### config.mk
export PLATFORM = sky130hd
export DESIGN_NAME = text_line_number_and_caret_filter_core
export DESIGN_NICKNAME = d
export VERILOG_FILES = /design/src/rtl/tlc_pkg.sv /design/src/rtl/tlc_fifo.sv /design/src/rtl/tlc_front.sv /design/src/rtl/tlc_back.sv /design/src/rtl/text_line_number_and_caret_filter_core.sv
export SDC_FILE = /design/constraint.sdc
export NUM_CORES = 1
export LEC_CHECK = 0
export BUFFER_PORTS_ARGS = -buffer_cell sky130_fd_sc_hd__buf_2
export CORE_UTILIZATION = 36
export DETAILED_ROUTE_END_ITERATION = 6
export GPL_TIMING_DRIVEN = 1
export SLEW_MARGIN = 20
export SYNTH_ARGS = -nofsm -noshare
export SYNTH_HDL_FRONTEND = slang
export SYNTH_HIERARCHICAL = 1
export SYNTH_SLANG_ARGS = --single-unit
### constraint.sdc
create_clock -name clk_i -period 4.8 [get_ports clk_i]
set_input_delay 0.24 -clock clk_i [delete_from_list [all_inputs] [get_ports clk_i]]
set_output_delay 0.24 -clock clk_i [all_outputs]
set_load 0.01 [all_outputs]
### src/rtl/tlc_pkg.sv
// Shared types and constants for the text line-numbering and caret filter.
// Holds the port word structs, the front-to-back job struct and the back phase enum.
// No dependencies.
package tlc_pkg;

  // Input word: one raw text byte plus the start-of-file flag.
  typedef struct packed {
    logic [7:0] in_byte;
    logic       first_of_file;
  } in_t;

  // Output word: one formatted byte plus the end-of-run marker.
  typedef struct packed {
    logic [7:0] out_byte;
    logic       last_of_run;
  } out_t;

  // Configuration registers.
  typedef struct packed {
    logic [1:0] number_mode;
    logic       squeeze_blank;
    logic       show_ends;
    logic       show_nonprinting;
    logic       show_tabs;
  } cfg_t;

  // Classified job handed from the front to the back (line number travels beside it).
  typedef struct packed {
    logic       num_en;
    logic       dollar;
    logic       caret;
    logic [7:0] tail_byte;
  } job_t;

  // Back sequencer phases.
  typedef enum logic [2:0] {
    PH_DIGIT,
    PH_TAB,
    PH_DOLLAR,
    PH_CARET,
    PH_BYTE
  } phase_e;

  // Configuration port.
  localparam int unsigned CfgIdxW  = 3;
  localparam int unsigned CfgDataW = 8;

  localparam logic [CfgIdxW-1:0] REG_NUMBER_MODE      = 3'd0;
  localparam logic [CfgIdxW-1:0] REG_SQUEEZE_BLANK    = 3'd1;
  localparam logic [CfgIdxW-1:0] REG_SHOW_ENDS        = 3'd2;
  localparam logic [CfgIdxW-1:0] REG_SHOW_NONPRINTING = 3'd3;
  localparam logic [CfgIdxW-1:0] REG_SHOW_TABS        = 3'd4;

  // Numbering modes (any other code means no numbering).
  localparam logic [1:0] NUM_ALL      = 2'd1;
  localparam logic [1:0] NUM_NONEMPTY = 2'd2;

  // Characters.
  localparam logic [7:0] CH_TAB    = 8'd9;
  localparam logic [7:0] CH_NL     = 8'd10;
  localparam logic [7:0] CH_SPACE  = 8'd32;
  localparam logic [7:0] CH_DOLLAR = 8'd36;
  localparam logic [7:0] CH_ZERO   = 8'd48;
  localparam logic [7:0] CH_QMARK  = 8'd63;
  localparam logic [7:0] CH_CAP_I  = 8'd73;
  localparam logic [7:0] CH_CARET  = 8'd94;
  localparam logic [7:0] CH_DEL    = 8'd127;
  localparam logic [7:0] CTRL_END  = 8'd32;
  localparam logic [7:0] CARET_OFS = 8'd64;

  localparam logic [3:0] DIGIT_NINE = 4'd9;

  // Saturation limit of the blank-line run count.
  localparam logic [1:0] RUN_MAX = 2'd2;

endpackage

### src/rtl/tlc_fifo.sv
// Small synchronous queue with push/full and pop/empty sides.
// Used between front and back and as the output stage. No package dependency.
module tlc_fifo #(
  parameter int unsigned Width = 8,
  parameter int unsigned Depth = 2
) (
  input  logic             clk_i,
  input  logic             rst_ni,
  input  logic             push_i,
  input  logic [Width-1:0] data_i,
  output logic             full_o,
  input  logic             pop_i,
  output logic [Width-1:0] data_o,
  output logic             empty_o
);

  localparam int unsigned PtrW = (Depth > 1) ? $clog2(Depth) : 1;
  localparam int unsigned CntW = $clog2(Depth + 1);

  logic [Width-1:0] mem_q [Depth];
  logic [PtrW-1:0]  wr_ptr_q, rd_ptr_q;
  logic [CntW-1:0]  cnt_q;
  logic             do_push, do_pop;

  assign full_o  = (cnt_q == CntW'(Depth));
  assign empty_o = (cnt_q == '0);
  assign do_push = push_i && !full_o;
  assign do_pop  = pop_i && !empty_o;
  assign data_o  = mem_q[rd_ptr_q];

  always_ff @(posedge clk_i) begin
    if (do_push) begin
      mem_q[wr_ptr_q] <= data_i;
    end
  end

  always_ff @(posedge clk_i or negedge rst_ni) begin
    if (!rst_ni) begin
      wr_ptr_q <= '0;
      rd_ptr_q <= '0;
      cnt_q    <= '0;
    end else begin
      if (do_push) begin
        wr_ptr_q <= (wr_ptr_q == PtrW'(Depth - 1)) ? '0 : wr_ptr_q + PtrW'(1);
      end
      if (do_pop) begin
        rd_ptr_q <= (rd_ptr_q == PtrW'(Depth - 1)) ? '0 : rd_ptr_q + PtrW'(1);
      end
      if (do_push && !do_pop) begin
        cnt_q <= cnt_q + CntW'(1);
      end else if (do_pop && !do_push) begin
        cnt_q <= cnt_q - CntW'(1);
      end
    end
  end

endmodule

### src/rtl/tlc_front.sv
// Front part: accepts text bytes, keeps line state and the BCD line counter,
// drops squeezed lines and classifies each byte into a job. Uses tlc_pkg.
module tlc_front #(
  parameter int unsigned NumDigits = 6
) (
  input  logic                   clk_i,
  input  logic                   rst_ni,
  input  tlc_pkg::cfg_t          cfg_i,
  input  logic                   push_i,
  input  tlc_pkg::in_t           in_data_i,
  output logic                   full_o,
  input  logic                   job_full_i,
  output logic                   job_push_o,
  output tlc_pkg::job_t          job_o,
  output logic [4*NumDigits-1:0] digits_o
);

  localparam int unsigned CntW = 4 * NumDigits;

  logic [CntW-1:0]    cnt_q, cnt_d, cnt0, cnt_bump;
  logic               als_q, als_d;
  logic [1:0]         run_q, run_d, run0;
  logic [NumDigits:0] carry;
  logic               accept, line_start, is_nl, is_ctrl, drop, number;
  logic [7:0]         b;
  logic [3:0]         d;

  assign full_o = job_full_i;
  assign accept = push_i && !job_full_i;

  always_comb begin
    b          = in_data_i.in_byte;
    is_nl      = (b == tlc_pkg::CH_NL);
    line_start = in_data_i.first_of_file || als_q;
    run0       = in_data_i.first_of_file ? 2'd0 : run_q;
    cnt0       = in_data_i.first_of_file ? '0 : cnt_q;

    // Saturating BCD increment: a digit moves when all lower digits are nine.
    carry[0] = 1'b1;
    cnt_bump = cnt0;
    for (int i = 0; i < NumDigits; i++) begin
      d            = cnt0[4*i +: 4];
      carry[i+1]   = carry[i] && (d >= tlc_pkg::DIGIT_NINE);
      if (carry[i]) begin
        cnt_bump[4*i +: 4] = (d >= tlc_pkg::DIGIT_NINE) ? 4'd0 : d + 4'd1;
      end
    end
    if (carry[NumDigits]) begin
      cnt_bump = cnt0;
    end

    run_d = run0;
    if (line_start && cfg_i.squeeze_blank) begin
      if (is_nl) begin
        run_d = (run0 >= tlc_pkg::RUN_MAX) ? tlc_pkg::RUN_MAX : run0 + 2'd1;
      end else begin
        run_d = 2'd0;
      end
    end
    drop = line_start && cfg_i.squeeze_blank && (run_d >= tlc_pkg::RUN_MAX);

    // A dropped line is never numbered and never advances the counter.
    number = line_start && !drop && ((cfg_i.number_mode == tlc_pkg::NUM_ALL) ||
             ((cfg_i.number_mode == tlc_pkg::NUM_NONEMPTY) && !is_nl));
    cnt_d  = number ? cnt_bump : cnt0;
    als_d  = drop ? 1'b1 : is_nl;

    is_ctrl = (b < tlc_pkg::CTRL_END) && !is_nl && (b != tlc_pkg::CH_TAB);

    job_o.num_en    = number;
    job_o.dollar    = cfg_i.show_ends && is_nl;
    job_o.caret     = 1'b0;
    job_o.tail_byte = b;
    if (cfg_i.show_nonprinting && (b == tlc_pkg::CH_DEL)) begin
      job_o.caret     = 1'b1;
      job_o.tail_byte = tlc_pkg::CH_QMARK;
    end else if (cfg_i.show_nonprinting && is_ctrl) begin
      job_o.caret     = 1'b1;
      job_o.tail_byte = b + tlc_pkg::CARET_OFS;
    end else if (cfg_i.show_tabs && (b == tlc_pkg::CH_TAB)) begin
      job_o.caret     = 1'b1;
      job_o.tail_byte = tlc_pkg::CH_CAP_I;
    end
  end

  assign job_push_o = accept && !drop;
  assign digits_o   = cnt_d;

  always_ff @(posedge clk_i or negedge rst_ni) begin
    if (!rst_ni) begin
      cnt_q <= '0;
      als_q <= 1'b1;
      run_q <= 2'd0;
    end else if (accept) begin
      cnt_q <= cnt_d;
      als_q <= als_d;
      run_q <= run_d;
    end
  end

endmodule

### src/rtl/tlc_back.sv
// Back part: walks the head job through its phases and emits one output word
// per cycle into the output queue while a job waits and the queue has room. Uses tlc_pkg.
module tlc_back #(
  parameter int unsigned NumDigits = 6
) (
  input  logic                   clk_i,
  input  logic                   rst_ni,
  input  logic                   job_valid_i,
  input  tlc_pkg::job_t          job_i,
  input  logic [4*NumDigits-1:0] digits_i,
  output logic                   job_pop_o,
  input  logic                   out_full_i,
  output logic                   out_push_o,
  output tlc_pkg::out_t          out_word_o
);

  localparam int unsigned IdxW = (NumDigits > 1) ? $clog2(NumDigits) : 1;

  tlc_pkg::phase_e  phase_q, phase_d, phase, nxt, after_num, after_dollar;
  logic             started_q, started_d;
  logic [IdxW-1:0]  idx_q, idx_d, idx, idx_nxt;
  logic [3:0]       dig [NumDigits];
  logic [NumDigits-1:0] seen;
  logic             emit, last;

  always_ff @(posedge clk_i or negedge rst_ni) begin
    if (!rst_ni) begin
      phase_q   <= tlc_pkg::PH_BYTE;
      started_q <= 1'b0;
      idx_q     <= '0;
    end else begin
      phase_q   <= phase_d;
      started_q <= started_d;
      idx_q     <= idx_d;
    end
  end

  always_comb begin
    // Leading blanks: a digit shows once it or any higher digit is nonzero; the lowest digit always shows.
    for (int i = NumDigits - 1; i >= 0; i--) begin
      dig[i]  = digits_i[4*i +: 4];
      seen[i] = (dig[i] != 4'd0) || (i == 0) ||
                ((i < NumDigits - 1) ? seen[(i+1) % NumDigits] : 1'b0);
    end

    after_dollar = job_i.caret ? tlc_pkg::PH_CARET : tlc_pkg::PH_BYTE;
    after_num    = job_i.dollar ? tlc_pkg::PH_DOLLAR : after_dollar;
    phase        = started_q ? phase_q
                 : (job_i.num_en ? tlc_pkg::PH_DIGIT : after_num);
    idx          = started_q ? idx_q : IdxW'(NumDigits - 1);
    emit         = job_valid_i && !out_full_i;

    idx_nxt  = idx;
    last     = 1'b0;
    out_word_o.out_byte = job_i.tail_byte;
    case (phase)
      tlc_pkg::PH_DIGIT: begin
        out_word_o.out_byte = seen[idx] ? tlc_pkg::CH_ZERO + {4'd0, dig[idx]}
                                        : tlc_pkg::CH_SPACE;
        nxt     = (idx == '0) ? tlc_pkg::PH_TAB : tlc_pkg::PH_DIGIT;
        idx_nxt = idx - IdxW'(1);
      end
      tlc_pkg::PH_TAB: begin
        out_word_o.out_byte = tlc_pkg::CH_TAB;
        nxt = after_num;
      end
      tlc_pkg::PH_DOLLAR: begin
        out_word_o.out_byte = tlc_pkg::CH_DOLLAR;
        nxt = after_dollar;
      end
      tlc_pkg::PH_CARET: begin
        out_word_o.out_byte = tlc_pkg::CH_CARET;
        nxt = tlc_pkg::PH_BYTE;
      end
      default: begin
        last = 1'b1;
        nxt  = tlc_pkg::PH_BYTE;
      end
    endcase
    out_word_o.last_of_run = last;

    phase_d   = phase_q;
    started_d = started_q;
    idx_d     = idx_q;
    if (emit) begin
      phase_d   = nxt;
      started_d = !last;
      idx_d     = idx_nxt;
    end
  end

  assign out_push_o = emit;
  assign job_pop_o  = emit && last;

endmodule

### src/rtl/text_line_number_and_caret_filter_core.sv
// Top level of the text line-numbering and caret filter: config registers,
// front, job queue, back and output queue. Uses tlc_pkg, tlc_front, tlc_back, tlc_fifo.
//
// The block takes one text byte per accepted input word and emits its formatted
// bytes as output words, the final one of each run flagged by last_of_run. A byte
// that needs no prefix gives a single output word, so plain text streams at one
// byte per clock while the output queue has room. A byte that opens a numbered
// line, or that gets '$' or caret notation, gives up to NUMBER_DIGITS+3 output
// words (9 at the default), which the back sequencer emits one word per clock
// while the output queue has room; meanwhile the front keeps accepting bytes
// until the two-entry job queue fills. A squeezed blank line is accepted and
// produces nothing. The first output word of a byte passes through the job
// queue and then the output queue before it reaches the ports.
// The line counter is BCD and saturates at all nines.
// Configuration writes are always ready and must only be issued while idle.
module text_line_number_and_caret_filter_core #(
  parameter int unsigned NUMBER_DIGITS = 6
) (
  input  logic                           clk_i,
  input  logic                           rst_ni,
  // configuration write channel
  input  logic                           cfg_valid_i,
  output logic                           cfg_ready_o,
  input  logic [tlc_pkg::CfgIdxW-1:0]    cfg_index_i,
  input  logic [tlc_pkg::CfgDataW-1:0]   cfg_data_i,
  // input byte queue side
  input  logic                           push,
  output logic                           full,
  input  tlc_pkg::in_t                   in_data_i,
  // output word queue side
  output logic                           empty,
  input  logic                           pop,
  output tlc_pkg::out_t                  out_data_o
);

  localparam int unsigned DigW = 4 * NUMBER_DIGITS;
  localparam int unsigned JobW = $bits(tlc_pkg::job_t) + DigW;

  tlc_pkg::cfg_t   cfg_q;
  tlc_pkg::job_t   front_job, head_job;
  logic [DigW-1:0] front_digits, head_digits;
  logic            job_push, job_full, job_pop, job_empty;
  logic            out_push, out_full;
  tlc_pkg::out_t   out_word;

  // Config registers: writes to unknown indexes are dropped.
  assign cfg_ready_o = 1'b1;

  always_ff @(posedge clk_i or negedge rst_ni) begin
    if (!rst_ni) begin
      cfg_q <= '0;
    end else if (cfg_valid_i && cfg_ready_o) begin
      case (cfg_index_i)
        tlc_pkg::REG_NUMBER_MODE:      cfg_q.number_mode      <= cfg_data_i[1:0];
        tlc_pkg::REG_SQUEEZE_BLANK:    cfg_q.squeeze_blank    <= cfg_data_i[0];
        tlc_pkg::REG_SHOW_ENDS:        cfg_q.show_ends        <= cfg_data_i[0];
        tlc_pkg::REG_SHOW_NONPRINTING: cfg_q.show_nonprinting <= cfg_data_i[0];
        tlc_pkg::REG_SHOW_TABS:        cfg_q.show_tabs        <= cfg_data_i[0];
        default: ;
      endcase
    end
  end

  // Front: line state, counter, squeeze and classification.
  tlc_front #(
    .NumDigits (NUMBER_DIGITS)
  ) u_front (
    .clk_i      (clk_i),
    .rst_ni     (rst_ni),
    .cfg_i      (cfg_q),
    .push_i     (push),
    .in_data_i  (in_data_i),
    .full_o     (full),
    .job_full_i (job_full),
    .job_push_o (job_push),
    .job_o      (front_job),
    .digits_o   (front_digits)
  );

  // Job queue: decouples the front from the back sequencer.
  tlc_fifo #(
    .Width (JobW),
    .Depth (2)
  ) u_job_q (
    .clk_i   (clk_i),
    .rst_ni  (rst_ni),
    .push_i  (job_push),
    .data_i  ({front_job, front_digits}),
    .full_o  (job_full),
    .pop_i   (job_pop),
    .data_o  ({head_job, head_digits}),
    .empty_o (job_empty)
  );

  // Back: expand each job into its output words.
  tlc_back #(
    .NumDigits (NUMBER_DIGITS)
  ) u_back (
    .clk_i       (clk_i),
    .rst_ni      (rst_ni),
    .job_valid_i (!job_empty),
    .job_i       (head_job),
    .digits_i    (head_digits),
    .job_pop_o   (job_pop),
    .out_full_i  (out_full),
    .out_push_o  (out_push),
    .out_word_o  (out_word)
  );

  // Output queue: holds up to two finished words so the back does not wait on every pop.
  tlc_fifo #(
    .Width ($bits(tlc_pkg::out_t)),
    .Depth (2)
  ) u_out_q (
    .clk_i   (clk_i),
    .rst_ni  (rst_ni),
    .push_i  (out_push),
    .data_i  (out_word),
    .full_o  (out_full),
    .pop_i   (pop),
    .data_o  (out_data_o),
    .empty_o (empty)
  );

  // A job leaves the queue only with the word that ends its run.
  assert property (@(posedge clk_i) disable iff (!rst_ni)
    job_pop |-> (out_push && out_word.last_of_run))
    else $error("job popped without its final word");

  // After a word that does not end a run, the job is still at the queue head.
  assert property (@(posedge clk_i) disable iff (!rst_ni)
    (out_push && !out_word.last_of_run) |=> !job_empty)
    else $error("job lost in the middle of its run");

  // Prefix words are never a newline.
  assert property (@(posedge clk_i) disable iff (!rst_ni)
    (out_push && !out_word.last_of_run) |-> (out_word.out_byte != tlc_pkg::CH_NL))
    else $error("newline emitted as a prefix word");

endmodule
==> results.md, run 1 <==
* Outcome: finished clean
* Core box area at 20400 sq um
* Peak Freq at 328 MHz
* Router iterations before antenna repair at 6
* Clock Skew at 0.00896 ns
* Dpl hpwl at 10600 um
* Row count at 52
* Reg clk slew, reported paths at 0.07 ns
* Fillers at 1859
* Crit path top cell by count: o21ai_0
* Commonest cells in the netlist: edfxtp_1, nor2_1, dfrtp_1, nand2_1
* Number of nets in the layout at 705
* Resize count post-CTS at 0
* Post-CTS setup buffer count at 0
* Final setup fails at 0
* Total power at 4.79 mW
* Synthesized instance count at 635
* Placed Cells at 908
* Die ar. at 21500 sq um
* I/O Pins at 37
* Post-synth top area share at 0.351
* Share of cells above drive strength 1 at 0.224
* PwrDens at 565 nW/um^2
* Sequential share of power at 0.398
* Global-route wire length before repair at 25000 um
* Remaining Overflow, GRT at 0
* Post-synthesis mux area share at 0.106
* Via density at 5.33
* Hold Crit Class: in -> reg
* Final hold vios at 0
* H-tree levels at 4
* Yosys top cell by area: edfxtp_1
* Internal cell power at 3.13 mW
* Root buffer cell: clkbuf_16
* Clk_lat worst skew at 0.42 ns
* Synth top area cells: edfxtp_1, dfrtp_1, mux2_4
* RSZ-0062 raised after global routing: no
* Final Non-Filler Cells at 941
* Critical path required time at 4.94 ns
* Simple-Gate Fraction of Synth Area at 0.147
* Kind of critical path: reg -> reg
* Synth Flop Type: edfxtp_1
* Sw Ratio at 0.347
* Compound-Gate Fraction of Synth Area at 0.138
* Synth Cell Area at 7540 sq um
* Hold_buf cts at 1
* CTS tree: done
* Synth Area in Adders at 0.0365
* # port buffers at 29
* Syn Area/Cell at 11.9 sq um
* Inserted Clock Buffers at 17
* CP cell instances: buf_4 -> mux2_4 -> nor4_1 -> nor2_1 -> o21ai_0 -> a21o_1 -> o21ai_0
* Gpl congestion at 0.860
* Nature of the critical path endpoint: flip-flop
* Setup_tns at 0 ns
* Overall Global Routing Usage at 0.148
* Slew Viols, Final at 0
* Initial Util at 0.370
* CP delay by family, top: flip-flops
* Layout overhead on the synthesized area at 12.5%
* Pin count of the biggest net entering global routing at 49
* Clock power share at 0.284
* Leak at 3.37 nW
* Tightest Pin Transition at 0.954 ns
* Critical-path top delay cell: dfrtp_2
* Total wire length at 15000 um
* Number of remaining DRC errors at 0
* Tmin final at 3.05 ns
* Clk sinks at 136
* Netlist cell types at 84
* Buf/Inv on CP at 1
* Max clock buf depth at 2
* Register area share after synthesis at 0.510
* Number of synthesized register bits at 136
* Critical path's largest stage delay at 1.00 ns
* Vias in the first global route at 5102
* Worst IR drop on VDD at 0.252 mV
* Die height at 147 um
* Via count at 5012
* Max Cap Viol at 0
* Sw power at 1.66 mW
* Ant. Diodes at 0
* Post-route setup slack at 1.75 ns
* Synth async-reset ratio at 0.353
* Combinational power share at 0.318
* Count leader, synth: edfxtp_1
* Arr. time, crit path at 3.19 ns
* Chip Width at 147 um
* Post-DP Area at 7840 sq um
* Slew headroom at 0.364
* Mapped Nets at 682
* Initial DRC count at 335
* Largest family of logic cells by synthesized area: simple AND/OR/NAND/NOR gates
* Setup slack at placement at 1.57 ns
* Wirelength per Cell at 15.9 um
* Antenna-violating nets left at 0
* Final Cycle Share at 0.634
* CP Max Fanout at 32
* Ys Warns at 6
* Post-synth EDFFs at 88
* Crit path launch type: flip-flop
* XOR/XNOR share of the synthesized area at 0.0163
* Antenna violations before repair at 0
* Final instance area at 8480 sq um
-- power by group through the flow --
stage                     registers [mW]  logic [mW]  clock network [mW]
after global placement              1.91        1.48                   0
after floorplan                     1.76        1.37                   0
final                               1.91        1.52                1.36
after detailed placement            1.93        1.52                   0
after global routing                1.95        1.67                1.44
after CTS                           1.91        1.53                1.39
-- cell families after synthesis --
logic type / after synthesis
fa+ha+maj: 22
buf+inv: 62
simple gates: 200
xor+xnor: 14
other cells: 1
flops: 136
mux: 59
compound gates: 141
-- flip-flops by register name, indices dropped and copies added, names as in the netlist, 2 cells and up --
signal and cells:
cfg_q 6, u_back/idx_q 3, u_back/phase_q 3, u_front/cnt_q 24, u_front/run_q 2, u_job_q/cnt_q 2
u_job_q/mem_q 70, u_out_q/cnt_q 2, u_out_q/mem_q 18
-- path summary, 6_finish.rpt --
kind	from	end	slack [ns]	cells past startpoint
setup / recovery	u_job_q/rd_ptr_q	u_out_q/mem_q[0][1]	1.75	7
setup reg to reg	u_job_q/rd_ptr_q	u_out_q/mem_q[0][1]	1.75	7
hold / removal	in_data_i[3]	u_job_q/mem_q[0][26]	0.05	1
max in group asynchronous	rst_ni	u_job_q/rd_ptr_q	3.82	3
hold reg to reg	u_front/cnt_q[21]	u_front/cnt_q[21]	0.49	1
min in group asynchronous	rst_ni	u_front/cnt_q[8]	0.47	3
-- layer usage --
layer / track usage / part of all wire / vias up
met5: 0 / 0 / -
li1: - / - / 2414
met3: 0.0344 / 0.031 / 22
met2: 0.244 / 0.49 / 100
met4: 0.0682 / 0.020 / 0
met1: 0.184 / 0.46 / 2476
-- worst register-to-register path: stages, from the launching register on --
cell and delay (ns):
dfrtp_2 1.00, buf_4 0.31, mux2_4 0.32, nor4_1 0.42
nor2_1 0.07, o21ai_0 0.26, a21o_1 0.24, o21ai_0 0.15
-- stage by stage --
stage	utilization	hold WS (ns)
global route	0.416	0.0383
finish	0.416	0.0471
floorplan	-	-0.0556
detailed placement	0.385	0.417
global placement	0.385	0.398
CTS	0.416	0.0280
-- cells in the final DEF (no fill, tap or decap), types with 4 or more instances in the layout --
cell / netlist / final
a22o_1: 5 / 5
o211ai_1: 5 / 5
inv_1: 30 / 30
ha_1: 22 / 22
dfrtp_1: 46 / 45
clkbuf_16: 0 / 17
xnor2_1: 8 / 8
nand3_1: 23 / 23
a21o_1: 9 / 9
o22ai_1: 4 / 4
mux2_1: 6 / 6
buf_4: 6 / 5
nor2_1: 54 / 53
nor4_1: 7 / 7
buf_2: 3 / 29
inv_8: 0 / 4
nor2b_1: 9 / 9
o2bb2ai_1: 7 / 7
o21ai_1: 6 / 6
nand4_1: 5 / 5
a31oi_1: 4 / 4
and3_1: 7 / 7
mux2i_1: 6 / 6
edfxtp_1: 88 / 88
nand2b_1: 25 / 25
a21oi_1: 23 / 23
xor2_1: 6 / 6
o21ai_0: 32 / 32
mux2_2: 13 / 13
nand2_1: 39 / 39
mux2_4: 32 / 32
-- layout make-up --
class | instances | area (sq um) | area share
flip-flops and latches | 136 | 3850 | 0.454
inverters | 31 | 116 | 0.0137
repair buffers | 35 | 193 | 0.0227
well taps | 270 | 338 | 0.0398
clock buffers | 17 | 425 | 0.0502
clock inverters | 15 | 206 | 0.0243
multi-input cells | 437 | 3350 | 0.396
No activity file was read; power rests on OpenSTA's default activity.
==> run 2: changes to the inputs <==
==> constraint.sdc (replaced) <==
create_clock -name clk_i -period 2.9 [get_ports clk_i]
set_input_delay 0.145 -clock clk_i [delete_from_list [all_inputs] [get_ports clk_i]]
set_output_delay 0.145 -clock clk_i [all_outputs]
set_load 0.01 [all_outputs]
==> results.md, run 2 (synthesis results as in run 1) <==
* Hold Crit Class: in -> reg
* Leak at 3.44 nW
* Post-CTS setup buffer count at 0
* Internal cell power at 5.13 mW
* I/O Pins at 37
* CP Max Fanout at 8
* # port buffers at 29
* Inserted Clock Buffers at 17
* Number of remaining DRC errors at 0
* Slew headroom at 0.458
* Setup slack at placement at 0.120 ns
* Tightest Pin Transition at 0.812 ns
* PwrDens at 911 nW/um^2
* Critical path required time at 3.08 ns
* Total wire length at 15500 um
* Kind of critical path: in -> reg
* Router iterations before antenna repair at 5
* Wirelength per Cell at 16.1 um
* Largest registers: u_job_q/mem_q: 70 flops, u_front/cnt_q: 24 flops, u_out_q/mem_q: 18 flops
* Gpl congestion at 0.858
* Antenna violations before repair at 0
* Max Cap Viol at 0
* Sw Ratio at 0.346
* Arr. time, crit path at 2.86 ns
* Via count at 5082
* CTS tree: done
* Nature of the critical path endpoint: flip-flop
* Combinational power share at 0.341
* Pin count of the biggest net entering global routing at 36
* Final Cycle Share at 0.925
* Crit path launch: in_data_i[6]
* Post-route setup slack at 0.216 ns
* H-tree levels at 4
* Die ar. at 21500 sq um
* Largest register FFs at 70
* Worst hold start: in_data_i[1]
* Ant. Diodes at 0
* Tmin final at 2.68 ns
* Hold WS at 0.0291 ns
* FF/Latch Area at 3850 sq um
* Clock Skew at 0.0101 ns
* Root buffer cell: clkbuf_16
* Final hold vios at 0
* Overall Global Routing Usage at 0.154
* Largest reg by FF count: u_job_q/mem_q
* Die height at 147 um
* Multi-input gate area at 3350 sq um
* Outcome: finished clean
* Most common cell after layout, fill and taps aside: edfxtp_1
* Vias in the first global route at 5133
* Setup_tns at 0 ns
* Fillers at 1883
* Sequential share of power at 0.392
* Initial DRC count at 420
* Clock power share at 0.267
* Slew Viols, Final at 0
* Sw power at 2.72 mW
* Number of nets in the layout at 727
* Layout overhead on the synthesized area at 14.2%
* Row count at 52
* Chip Width at 147 um
* Dpl hpwl at 11100 um
* Initial Util at 0.370
* Core box area at 20400 sq um
* Share of cells above drive strength 1 at 0.237
* Crit path launch type: input pin
* Most frequent cells in the layout: edfxtp_1, nor2_1, dfrtp_1
* Global-route wire length before repair at 25900 um
* Remaining Overflow, GRT at 0
* Antenna-violating nets left at 0
* Reg clk slew, reported paths at 0.06 ns
* RSZ-0062 raised after global routing: no
* Max clock buf depth at 2
* Clk sinks at 136
* Clk_lat worst skew at 0.42 ns
* Via density at 5.28
* Reg2reg start: u_front/cnt_q[0]
* Worst IR drop on VDD at 0.402 mV
* Final setup fails at 0
* Peak Freq at 373 MHz
-- run 2: changes by cell type in the layout (fill, tap and decap cells not counted), sizes merged --
cell / previous run / this run
buf: 34 / 49
dlygate4sd3: 1 / 8
clkbuf: 17 / 19
clkinv: 6 / 4
clkinvlp: 0 / 2
bufinv: 2 / 1
inv: 38 / 37
-- run 2: cell type report --
class,instances,area share
Clock buffer,19,0.0514
Clock inverter,13,0.0157
Inverter,31,0.0135
Multi-Input combinational cell,437,0.390
Sequential cell,136,0.447
Tap cell,270,0.0392
Timing Repair Buffer,57,0.0436
-- run 2: worst paths after layout --
| check | to | slack [ns] | cells after the start |
|---|---|---|---|
| max in group asynchronous | u_back/phase_q[2] | 1.87 | 3 |
| max | u_job_q/mem_q[1][17] | 0.22 | 8 |
| min reg2reg | u_front/cnt_q[15] | 0.49 | 1 |
| min | u_job_q/mem_q[0][24] | 0.03 | 1 |
| max reg2reg | u_job_q/mem_q[0][5] | 0.23 | 8 |
| min in group asynchronous | u_front/cnt_q[8] | 0.20 | 2 |
-- run 2: what timing repair did --
action | 4_1_cts | 5_1_grt
hold buffers | 8 | 0
resized for setup | 0 | 0
hold endpoints to repair | 30 | 0
-- run 2: routing by layer --
layer / wire (um) / GRT usage / up-vias
li1: - / - / 2448
met1: 7110 / 0.197 / 2483
met2: 7540 / 0.250 / 121
met3: 531 / 0.0366 / 30
met4: 331 / 0.0635 / 0
met5: 0 / 0 / -
-- run 2: power by group through the flow --
| stage | Sequential [mW] | Combinational, mW | Clock [mW] |
|---|---|---|---|
| global placement | 3.08 | 2.58 | 0 |
| floorplan | 2.91 | 2.28 | 0 |
| detailed placement | 3.11 | 2.66 | 0 |
| finish | 3.07 | 2.67 | 2.10 |
| CTS | 3.08 | 2.69 | 2.15 |
| global route | 3.14 | 2.92 | 2.23 |
-- run 2: worst max-delay path, stage by stage --
cell and delay (ns):
dlygate4sd3_1 0.53, buf_2 0.16, nor4b_2 0.37, nand4b_1 0.31, o221ai_2 0.59, buf_4 0.26, nor3_2 0.08, o21ai_0 0.39
-- run 2: metrics by stage --
stage	area [sq um]	cells	total power, mW	utilization
2_1_floorplan	7540	635	5.19	-
3_3_place_gp	7950	923	5.66	0.390
3_5_place_dp	7950	923	5.78	0.390
4_1_cts	8610	963	7.92	0.423
5_1_grt	8610	963	8.29	0.423
6_report	8610	963	7.84	0.423
